[src/rtl/core/edh_pkg.sv]
// shared types and constants for the error diffusion halftone block
// no dependencies; imported by edh_regs, edh_chan and the top level
`default_nettype none

package edh_pkg;

    // reset values of the configuration registers
    localparam logic [7:0]  THRESHOLD_RESET = 8'd125;
    localparam logic [11:0] WIDTH_RESET     = 12'd640;

    // default line buffer depth
    localparam int MAX_WIDTH_DEFAULT = 2048;

    // number of color channels and error word width
    localparam int NUM_CHAN = 3;
    localparam int ERR_W    = 9;
    localparam int LINE_W   = NUM_CHAN * ERR_W;

    // register indexes, selected by paddr[2]
    localparam logic REG_THRESHOLD = 1'b0;
    localparam logic REG_WIDTH     = 1'b1;

    typedef logic signed [ERR_W-1:0] err_t;

    // configuration seen by the datapath
    typedef struct packed {
        logic [7:0]  threshold;
        logic [11:0] image_width;
    } cfg_t;

    // per-channel results of one pixel
    typedef struct packed {
        logic on;
        err_t r7;
        err_t bl_sum;
        err_t b_sum;
        err_t br1;
    } chan_res_t;

endpackage

`default_nettype wire

[src/rtl/core/edh_regs.sv]
// apb configuration registers: threshold and image width
// depends on edh_pkg
`default_nettype none

module edh_regs (
    input  wire logic         clk,
    input  wire logic         rst_n,
    input  wire logic         psel,
    input  wire logic         penable,
    input  wire logic         pwrite,
    input  wire logic [2:0]   paddr,
    input  wire logic [31:0]  pwdata,
    output logic      [31:0]  prdata,
    output logic              pready,
    output edh_pkg::cfg_t     cfg
);
    import edh_pkg::*;

    logic [7:0]  threshold_reg;
    logic [11:0] width_reg;
    logic        wr_fire;

    assign pready  = 1'b1;
    assign wr_fire = psel && penable && pwrite;

    always_ff @(posedge clk or negedge rst_n)
    begin
        if (!rst_n)
        begin
            threshold_reg <= THRESHOLD_RESET;
            width_reg     <= WIDTH_RESET;
        end
        else if (wr_fire)
        begin
            case (paddr[2])
                REG_THRESHOLD: threshold_reg <= pwdata[7:0];
                REG_WIDTH:     width_reg     <= pwdata[11:0];
                default:       threshold_reg <= threshold_reg;
            endcase
        end
    end

    always_comb
    begin
        case (paddr[2])
            REG_THRESHOLD: prdata = {24'd0, threshold_reg};
            REG_WIDTH:     prdata = {20'd0, width_reg};
            default:       prdata = 32'd0;
        endcase
    end

    assign cfg.threshold   = threshold_reg;
    assign cfg.image_width = width_reg;

endmodule

`default_nettype wire

[config.mk]
export PLATFORM = sky130hd
export DESIGN_NAME = edh_regs
export DESIGN_NICKNAME = d
export VERILOG_FILES = /design/src/rtl/core/edh_pkg.sv /design/src/rtl/core/edh_regs.sv
export SDC_FILE = /design/constraint.sdc
export NUM_CORES = 1
export LEC_CHECK = 0
export ABC_AREA = 1
export BUFFER_PORTS_ARGS = -buffer_cell sky130_fd_sc_hd__buf_2
export CORE_MARGIN = 2
export CORE_UTILIZATION = 34
export DETAILED_ROUTE_END_ITERATION = 10
export GPL_TIMING_DRIVEN = 0
export PLACE_DENSITY_LB_ADDON = 0.1
export SLEW_MARGIN = 25
export SYNTH_ARGS = -nofsm -noshare
export SYNTH_HDL_FRONTEND = slang
export SYNTH_SLANG_ARGS = --single-unit
[constraint.sdc]
create_clock -name clk -period 0.9 [get_ports clk]
set_input_delay 0.225 -clock clk [delete_from_list [all_inputs] [get_ports clk]]
set_output_delay 0.225 -clock clk [all_outputs]
set_load 0.03 [all_outputs]
## Word level (Yosys, flattened, before mapping)

Index checks and enable logic that the tools add are counted.
W data, S select, Z words.

| operators by class | value |
|---|---|
| multiplexer cells | 1 |
| reduce and logical (&&, ||, !) cells | 4 |
| bitwise logic cells | 1 |

Operator list:

| cell | count |
|---|---|
| $pmux W32 S2 | 1 |
| $reduce_and A2 Y1 | 2 |
| $logic_and A1 B1 Y1 | 2 |
| $not A1 Y1 | 1 |

| storage, ports and cells | value |
|---|---|
| register bits after elaboration | 20 |
| word-level logic and storage cells | 8 |
| output and inout port bits | 53 |
| input port bits | 40 |

## Longest topological paths before layout

| depth | value |
|---|---|
| depth in word-level cells | 3 |
| depth in mapped cells | 5 |
| gate-level depth less buffers | 4 |

## Least setup slack after synthesis

OpenSTA, ideal clock, no wires.

| timing path | value |
|---|---|
| kind | register to output |
| from | register width_reg[7] |
| to | output port prdata[7] |
| buffers on the path | 0 |
| slack | -228 ps |
| arrival time | 903 ps |
| data required time | 675 ps |
| stages on the path, launching flop included | 3 |
| cell sequence | dfstp_2 -> nand2_1 -> nand2_1 |

| between the ends | value |
|---|---|
| longest elaborated chain between the ends | 1 |

RTL lines:

| item | RTL line | text |
|---|---|---|
| from (decl) | edh_regs.sv:20 | `logic [11:0] width_reg;` |
| from (signal assigned) | edh_regs.sv:37 | `REG_WIDTH: width_reg <= pwdata[11:0];` |
| $pmux W32 S2 | edh_regs.sv:45 | `case (paddr[2])` |
| to (decl) | edh_regs.sv:13 | `output logic [31:0] prdata,` |

No other way between the ends. The select of a mux whose other input is x is not followed.

## Worst setup path in the final report

| timing path | value |
|---|---|
| from | register threshold_reg[2] |
| to | output port prdata[2] |

| between the ends | value |
|---|---|
| longest elaborated chain between the ends | 1 |

RTL lines:

| item | RTL line | text |
|---|---|---|
| from (decl) | edh_regs.sv:19 | `logic [7:0] threshold_reg;` |
| from (signal assigned) | edh_regs.sv:36 | `REG_THRESHOLD: threshold_reg <= pwdata[7:0];` |
| from (signal assigned) | edh_regs.sv:38 | `default: threshold_reg <= threshold_reg;` |
| $pmux W32 S2 | edh_regs.sv:45 |  |

No other way between the ends. The select of a mux whose other input is x is not followed.

==> run metrics <==
max incr delay on CP=around 0.58 ns; Power Dens Cells=1920 nW/um2; initial antenna violation count=0; commonest non-fill, non-tap cells in the layout=52 x nand2_1, 33 x buf_6, 30 x buf_4; clk sinks=20; Critical Path AT=1.12 ns; Die Footprint=3780 um2; worst path bufs/invs=1; H-tree Lvls=1; antenna viol nets, final=0; # nets final=268; RSZ-0062 raised after global routing=yes; clock skew after layout=0 ns; fin. max-slew vios=0; max_cap viols=0; routed via count=1148; commonest non-fill, non-tap cell in the layout=nand2_1; initial DRC count=42; Clock Path Buffers=2; drt wl/cell=11.3 um; final HPWL from detailed placement=2150 um; total core area=3100 um2; post-synth top area share=0.268; Synthesis Warnings=0; CP Cell Sequence=nand2_2 > nand2_4 > buf_6; CP delay by family, top=flip-flops; HP Class=in2reg; gpl congestion=0.703; PnR worst setup slack=-0.441 ns; register area=517 um2; PortBufs=48; violated checks=setup timing; Post-Synthesis Cells=148; synth top area cells=dfrtp_1 27%, nand2_1 23%, dfstp_2 19%, buf_4 16%, nand3_1 8.9%; CTS buffer count=3; total global-route track usage=0.174; Final Cell Area=1920 um2; flip-flop count of the largest register after layout=12; fillers=a little under 300; # rows=20; CTS tree=built; grt ovf=0; Root Buffer=clkbuf_4; fmax=around 750 MHz; Synth Area per Inst=around 7.6 um2; Final period util=1.49; placed cell area=1610 um2; Chip Height=61.5 um; Vias/cell=~4.2; Initial Util=0.362; setup violators final=32; first-pass GRT wire length=4850 um; Post-Syn Area=1120 um2; final critical-path required period=1.34 ns; clock slew at reported path FFs=about 0.11 ns; P&R area growth vs syn=70.9%; Worst path slowest cell=dfstp_2; crit path kind=reg2out; post-synthesis cell type count=12; Crit Path Max Fanout=3; number of top-level pins=slightly above 90; share of cells above drive strength 1=0.546; Yosys reg bits=20; multi-input logic area=548 um2; Seq/Total Area, Yosys=0.455; clk_lat worst skew=0.30 ns; pin count of the biggest net entering global routing=21; # diodes=0; Setup TNS Final=-9.95 ns; top cell type by total area after synthesis=dfrtp_1; WP data required=0.67 ns; final WL=between 3000 and 4000 um; drt pass-1 iters=4; vias in the first global route=between 1000 and 1500; peak supply drop=0.891 mV; Lkg Pwr=1.08 nW; startpoint types=flop; drt drc=0; status=finished with violations; final core utilization=0.618; die width=~61 um; Hold Fails Final Rpt=0; nature of the critical path endpoint=primary output
## power breakdown
part	internal, W	switching (W)
Clock	0.000247	0.000261
Combinational	0.000813	0.00106
Sequential	0.00113	0.000183
## final timing paths
| check | startpoint | cells after the start | endpoint | slack (ns) |
|---|---|---|---|---|
| max | threshold_reg[2] | 3 | prdata[2] | -0.44 |
| min | pwdata[9] | 3 | width_reg[9] | 0.14 |
| max reg2reg | threshold_reg[4] | 3 | threshold_reg[4] | 0.06 |
| min reg2reg | width_reg[7] | 2 | width_reg[7] | 0.49 |
| max in group asynchronous | rst_n | 2 | threshold_reg[6] | 0.17 |
| min in group asynchronous | rst_n | 2 | threshold_reg[7] | 0.39 |
## logic make-up after synthesis
group | share of synthesized area
other | 0.00669
buffers and inverters | 0.198
AND/OR/NAND/NOR | 0.340
flip-flops | 0.455
## worst register-to-register path: cells and delay by family, from the launching register on
| kind | cells | cell delay, ns |
|---|---|---|
| AND/OR/NAND/NOR | 2 | 0.10 |
| flip-flops | 1 | 0.58 |
| buffers and inverters | 1 | 0.11 |
## synthesized netlist by cell type (all sizes together)
cell,number
dfstp,8
dfrtp,12
nand4,2
buf,28
inv,6
nand2,69
nand3,20
conb,2
nor2,1
## metrics by stage
stage / total power, W / hold slack, ns / worst slack [ns] / cells
floorplan: 0.00235 / -0.0706 / -0.147 / 167
global placement: 0.00271 / 0.193 / -0.253 / 259
detailed placement: 0.00273 / 0.192 / -0.266 / 259
CTS: 0.00364 / 0.139 / -0.452 / 266
global route: 0.00391 / 0.123 / -0.503 / 271
finish: 0.00369 / 0.139 / -0.441 / 271
## cell type report
type,instances,share of cell area
multi-input cells,113,0.286
flip-flops and latches,20,0.269
repair buffers,56,0.264
plain buffers,28,0.117
well taps,44,0.0287
clock buffers,4,0.0189
inverters,6,0.0157
## layer usage
layer	track usage	share of wire
met2	0.315	0.49
met4	0.0274	0.0029
met3	0.0483	0.091
met1	0.211	0.42
met5	0	0
## repair_timing
item,4_1_cts,5_1_grt
setup endpoints to repair,32,32
hold endpoints to repair,12,0
setup buffers,2,5
resized for setup,64,2
hold buffers,1,0
pin swaps,8,0
(Power assumes the default switching activity.)
