$ cat src/rtl/core/edh_pkg.sv
// shared types and constants for the error diffusion halftone block
// no dependencies; imported by edh_regs, edh_chan and the top level
`default_nettype none

package edh_pkg;

    // reset values of the configuration registers
    localparam logic [7:0]  THRESHOLD_RESET = 8'd125;
    localparam logic [11:0] WIDTH_RESET     = 12'd640;

    // default line buffer depth
    localparam int MAX_WIDTH_DEFAULT = 2048;

    // number of color channels and error word width
    localparam int NUM_CHAN = 3;
    localparam int ERR_W    = 9;
    localparam int LINE_W   = NUM_CHAN * ERR_W;

    // register indexes, selected by paddr[2]
    localparam logic REG_THRESHOLD = 1'b0;
    localparam logic REG_WIDTH     = 1'b1;

    typedef logic signed [ERR_W-1:0] err_t;

    // configuration seen by the datapath
    typedef struct packed {
        logic [7:0]  threshold;
        logic [11:0] image_width;
    } cfg_t;

    // per-channel results of one pixel
    typedef struct packed {
        logic on;
        err_t r7;
        err_t bl_sum;
        err_t b_sum;
        err_t br1;
    } chan_res_t;

endpackage

`default_nettype wire

$ cat src/rtl/core/edh_chan.sv
// one color channel: error correction, threshold and share split
// depends on edh_pkg
`default_nettype none

module edh_chan (
    input  wire logic [7:0]       sample,
    input  wire logic [7:0]       threshold,
    input  wire edh_pkg::err_t    right_err,
    input  wire edh_pkg::err_t    line_err,
    input  wire logic             use_line,
    input  wire edh_pkg::err_t    bl_pend,
    input  wire edh_pkg::err_t    b_pend,
    output edh_pkg::chan_res_t    res
);
    import edh_pkg::*;

    // (|e| * k) / 16 with the sign of e put back
    function automatic err_t share16(input err_t e, input logic [7:0] mag,
                                     input logic [2:0] k);
        logic [10:0] prod;
        err_t        s;
        prod = 11'(mag) * 11'(k);
        s    = err_t'({2'b00, prod[10:4]});
        return (e < 0) ? -s : s;
    endfunction

    logic signed [10:0] sum;
    logic [7:0]         corr;
    err_t               err;
    logic [7:0]         mag;
    err_t               bl3;
    err_t               b5;

    always_comb
    begin
        sum = $signed({3'b000, sample}) + 11'(right_err)
            + (use_line ? 11'(line_err) : 11'sd0);
        if (sum < 0)
        begin
            corr = 8'd0;
        end
        else if (sum > 11'sd255)
        begin
            corr = 8'd255;
        end
        else
        begin
            corr = sum[7:0];
        end

        res.on = (corr >= threshold);
        err    = res.on ? ($signed({1'b0, corr}) - 9'sd255) : $signed({1'b0, corr});
        mag    = (err < 0) ? 8'(-err) : err[7:0];

        res.r7     = share16(err, mag, 3'd7);
        bl3        = share16(err, mag, 3'd3);
        b5         = share16(err, mag, 3'd5);
        res.br1    = share16(err, mag, 3'd1);
        res.bl_sum = bl_pend + bl3;
        res.b_sum  = b_pend + b5;
    end

endmodule

`default_nettype wire

$ cat config.mk
export PLATFORM = sky130hd
export DESIGN_NAME = edh_chan
export DESIGN_NICKNAME = d
export VERILOG_FILES = /design/src/rtl/core/edh_pkg.sv /design/src/rtl/core/edh_chan.sv
export SDC_FILE = /design/constraint.sdc
export NUM_CORES = 1
export LEC_CHECK = 0
export ABC_CLOCK_PERIOD_IN_PS = 15940
export BUFFER_PORTS_ARGS = -buffer_cell sky130_fd_sc_hd__buf_2
export CORE_AREA = 10 10 102 113
export DETAILED_ROUTE_END_ITERATION = 12
export DIE_AREA = 0 0 112 123
export PLACE_DENSITY = 0.67
export SLEW_MARGIN = 15
export SYNTH_ARGS = -nofsm -noshare
export SYNTH_HDL_FRONTEND = slang
export SYNTH_SLANG_ARGS = --single-unit
$ cat constraint.sdc
create_clock -name vclk -period 15.94
set_input_delay 3.188 -clock vclk [all_inputs]
set_output_delay 3.188 -clock vclk [all_outputs]
set_load 0.02 [all_outputs]
=== After elaboration in Yosys (flattened, before gate mapping) ===
Index checks and enable logic that the tools add are counted.

* Register bits: 0
* Output and inout port bits: 37
* Logic and storage cells: 26

* $add $sub $neg: 10
* $mul: 3
* $lt $le $gt $ge: 4
* Mux-type cells: 9

{| class="wikitable"
|+ Operator list
! kind !! count
|-
| $mux 9 || 5
|-
| $mux 8 || 3
|-
| $mul 8x3->11 const B || 2
|-
| $add 9x9->9 || 2
|-
| $neg 7->9 || 2
|-
| $add 10x11->11 || 1
|-
| $gt 11x9->1 const B || 1
|-
| $lt 11x1->1 const B || 1
|-
| $mux 11 || 1
|-
| $add 9x9->10 || 1
|-
| $mul 8x2->10 const B || 1
|-
| $lt 9x1->1 const B || 1
|-
| $neg 4->9 || 1
|-
| $neg 6->9 || 1
|-
| $sub 8x8->9 const B || 1
|-
| $ge 8x8->1 || 1
|-
| $neg 8->8 || 1
|}

=== Logic depth before layout (Yosys ltp) ===
* Word-level depth: 13
* Gate-level depth with buffers: 46
* Mapped depth without buffers: 44

=== Worst setup path after synthesis ===
Ideal clock, no wire load.

* Kind: input-to-output
* Start point: in line_err[1]
* End point: out res[26] (netlist bit)
* Arrival time: 12,147 ps
* Data required time: 12,752 ps
* Slack: 605 ps
* Stages on the path: 45
* Buffers on the path: 4
* Cells stage by stage: and2_1 fa_1 ha_1 fa_1 a211oi_2 nor3_2 or4_4 o221a_4 a21o_1 inv_1 ha_1 a21oi_1 o21ai_1 a41oi_2 or2_1 buf_2 inv_2 o41ai_2 (+9 left out) a21oi_1 o32ai_1 o21ai_2 xnor2_1 ha_1 and3_1 a31oi_1 nand3_1 a311oi_1 xnor2_1 ha_1 inv_1 o21bai_1 a21oi_1 o21bai_1 a21oi_1 xor2_1 xnor2_1

{| class="wikitable"
|+ RTL lines
! what !! RTL line !! RTL
|-
| start, declared || edh_chan.sv:9 || <nowiki>input wire edh_pkg::err_t line_err,</nowiki>
|-
| end, declared || edh_chan.sv:13 || <nowiki>output edh_pkg::chan_res_t res</nowiki>
|}

==> run_results.csv <==
group,metric,value,unit
timing,slew_viol_final,0,
timing,timing.final.ws_setup,0.614,ns
timing,min_period,15.33,ns
placed_design,place_ws,0.0787,ns
logic_synthesis,synth_top_area_cell,"ha_1",
logic_synthesis,synth_top_area_share,19.9,%
critical_path,cp.required,12.75,ns
hold_path,holdCritPathClass,"input port to output pin",
logic_synthesis,syn_area,4090,um^2
detailed_routing,ant_nets,0,
floorplan,dieHeight,123,um
floorplan,die_x,112,um
logic_synthesis,yosysMostFrequentCell,"ha_1",
placed_design,dp.cells,732,
logic_synthesis,netlist_instances,524,
logic_synthesis,netlist_top_cells_count,"ha_1 (65), inv_1 (60), nor2_1 (48)",
placed_design,gp_congestion,0.919,
detailed_routing,wire_per_inst,14.1,um
critical_path,end_kind,"output pin",
timing,timing.slew.headroom,62.6,%
detailed_routing,drc_errors,0,
floorplan,start_util,44.4,%
flow_run,maxCapViolCount,0,
logic_synthesis,yosysSeqAreaShare,0,%
logic_synthesis,syn_area_per_cell,7.80,um^2
critical_path,cp.arrival,12.14,ns
logic_synthesis,ys_types,83,
detailed_routing,dr.pass1.iters,4,
global_routing,antenna_found_initial,0,
timing,setup_viol,0,
finish,final_nets,757,
critical_path,path_class,"input port to output pin",
detailed_routing,num_vias,4003,
global_routing,grt_pass1_wl,17600,um
finish,drive_gt1_share,25.8,%
critical_path,crit_path_max_incr_delay,0.50,ns
finish,layout.cells.non_filler,736,
global_routing,grt_max_degree,29,
detailed_routing,wl,10400,um
timing,fin_crit_sh,96.2,%
detailed_routing,drt_iter0_drc,112,
outcome,status,"completed",
placed_design,io_buffer_count,90,
logic_synthesis,ys_top_cells_by_area,"ha_1 (20%), fa_1 (8.8%), xnor2_1 (8.4%)",
global_routing,gr-total-overflow,0,
critical_path,critical_path.max_fanout,9,
logic_synthesis,synth_warnings,0,
global_routing,gr-usage-all-layers,14.1,%
finish,area_delta_synth_final,17.5,%
timing,finalHoldViolCount,0,
floorplan,rows,37,
floorplan,pin_count,90,
floorplan,core_area,9210,um^2
timing,max_slew.worst_pin.slew,0.562,ns
timing,rsz0062_at_grt,"false",
finish,flops_and_latches,0,
global_routing,grt_pass1_vias,4045,
timing,fmax,0.0652,GHz
timing,fin_tns_setup,0,ns
critical_path,slowest_stage,"or4_4",
floorplan,die_area,13800,um^2
finish,clockBufferCount,0,
finish,antenna_cells,0,
critical_path,startpoint_type,"input port",
detailed_routing,vias_per_cell,5.44,
critical_path,crit_path_frequent_cell,"ha_1",
placed_design,place_hpwl,8960,um
logic_synthesis,syn_nets,660,
finish,regArea,0,um^2
-- final timing paths --
path	start	to	slack (ns)	cells after the start
worst max-delay path	use_line	res[26]	0.61	44
worst min-delay path	b_pend[0]	res[9]	6.72	3
-- cell families after synthesis --
| kind of cell | Yosys count | synth area share, % |
|---|---|---|
| buffers and inverters | 75 | 7.44 |
| AO/OA/AOI/OAI | 144 | 27.3 |
| AND/OR/NAND/NOR | 157 | 20.2 |
| XOR/XNOR | 59 | 14.6 |
| multiplexers | 6 | 1.68 |
| adder cells (fa/ha/maj) | 83 | 28.7 |
-- cell type report --
cell class | count | area (um^2)
Tap cell | 117 | 146
Inverter | 63 | 236
Fill cell | 882 | 4410
Timing Repair Buffer | 107 | 578
Multi-Input combinational cell | 449 | 3840
-- per-layer routing --
layer	vias up	part of all wire (%)	track usage (%)	routed length [um]
li1	2058	-	-	-
met4	0	0.30	1.11	31
met5	-	0	0	0
met2	101	50	26.6	5220
met3	4	6.1	2.62	629
met1	1840	43	16.8	4490
-- placed cells by master (no fill, tap or decap), types with 4 or more instances in the layout --
master / netlist / routed
o21a_1: 6 / 6
nor4_1: 7 / 7
a21o_1: 10 / 10
o211ai_1: 4 / 4
buf_4: 3 / 17
nor2b_1: 7 / 7
nand3_1: 8 / 8
o31ai_1: 5 / 5
nor3_1: 13 / 12
buf_2: 3 / 90
nor2_1: 48 / 48
a211oi_1: 5 / 5
xor2_1: 13 / 13
a31oi_1: 10 / 10
and2_1: 12 / 12
nand2b_1: 5 / 5
and3_1: 5 / 5
o21bai_1: 11 / 11
ha_1: 65 / 64
a21oi_1: 37 / 36
inv_1: 60 / 60
nor3_2: 3 / 4
fa_1: 18 / 16
nand2_1: 26 / 26
o21ai_0: 16 / 16
xnor2_1: 39 / 39
or3_1: 4 / 4
-- per-stage QoR --
step / hold slack [ns] / utilization, % / cell area [um^2]
after floorplan: 6.59 / - / 4090
after global placement: 6.72 / 51.2 / 4710
after detailed placement: 6.72 / 51.2 / 4710
after CTS: 6.72 / 51.2 / 4710
after global routing: 6.73 / 52.1 / 4800
final: 6.72 / 52.1 / 4800
-- worst max-delay path: cells and delay by family --
kind	cells	cell delay [ns]
xor+xnor	6	0.96
compound gates	17	3.32
fa+ha+maj	8	2.45
buf+inv	6	0.77
simple gates	7	1.42
-- repair_timing --
| item | CTS | global route |
|---|---|---|
| setup buffers | 0 | 4 |
| hold buffers | 0 | 0 |
| setup endpoints to repair | 0 | 5 |
| gates resized for setup | 0 | 13 |
Power is not shown: default switching activity piles up to over one toggle a cycle in this logic, so the estimate is an artifact.
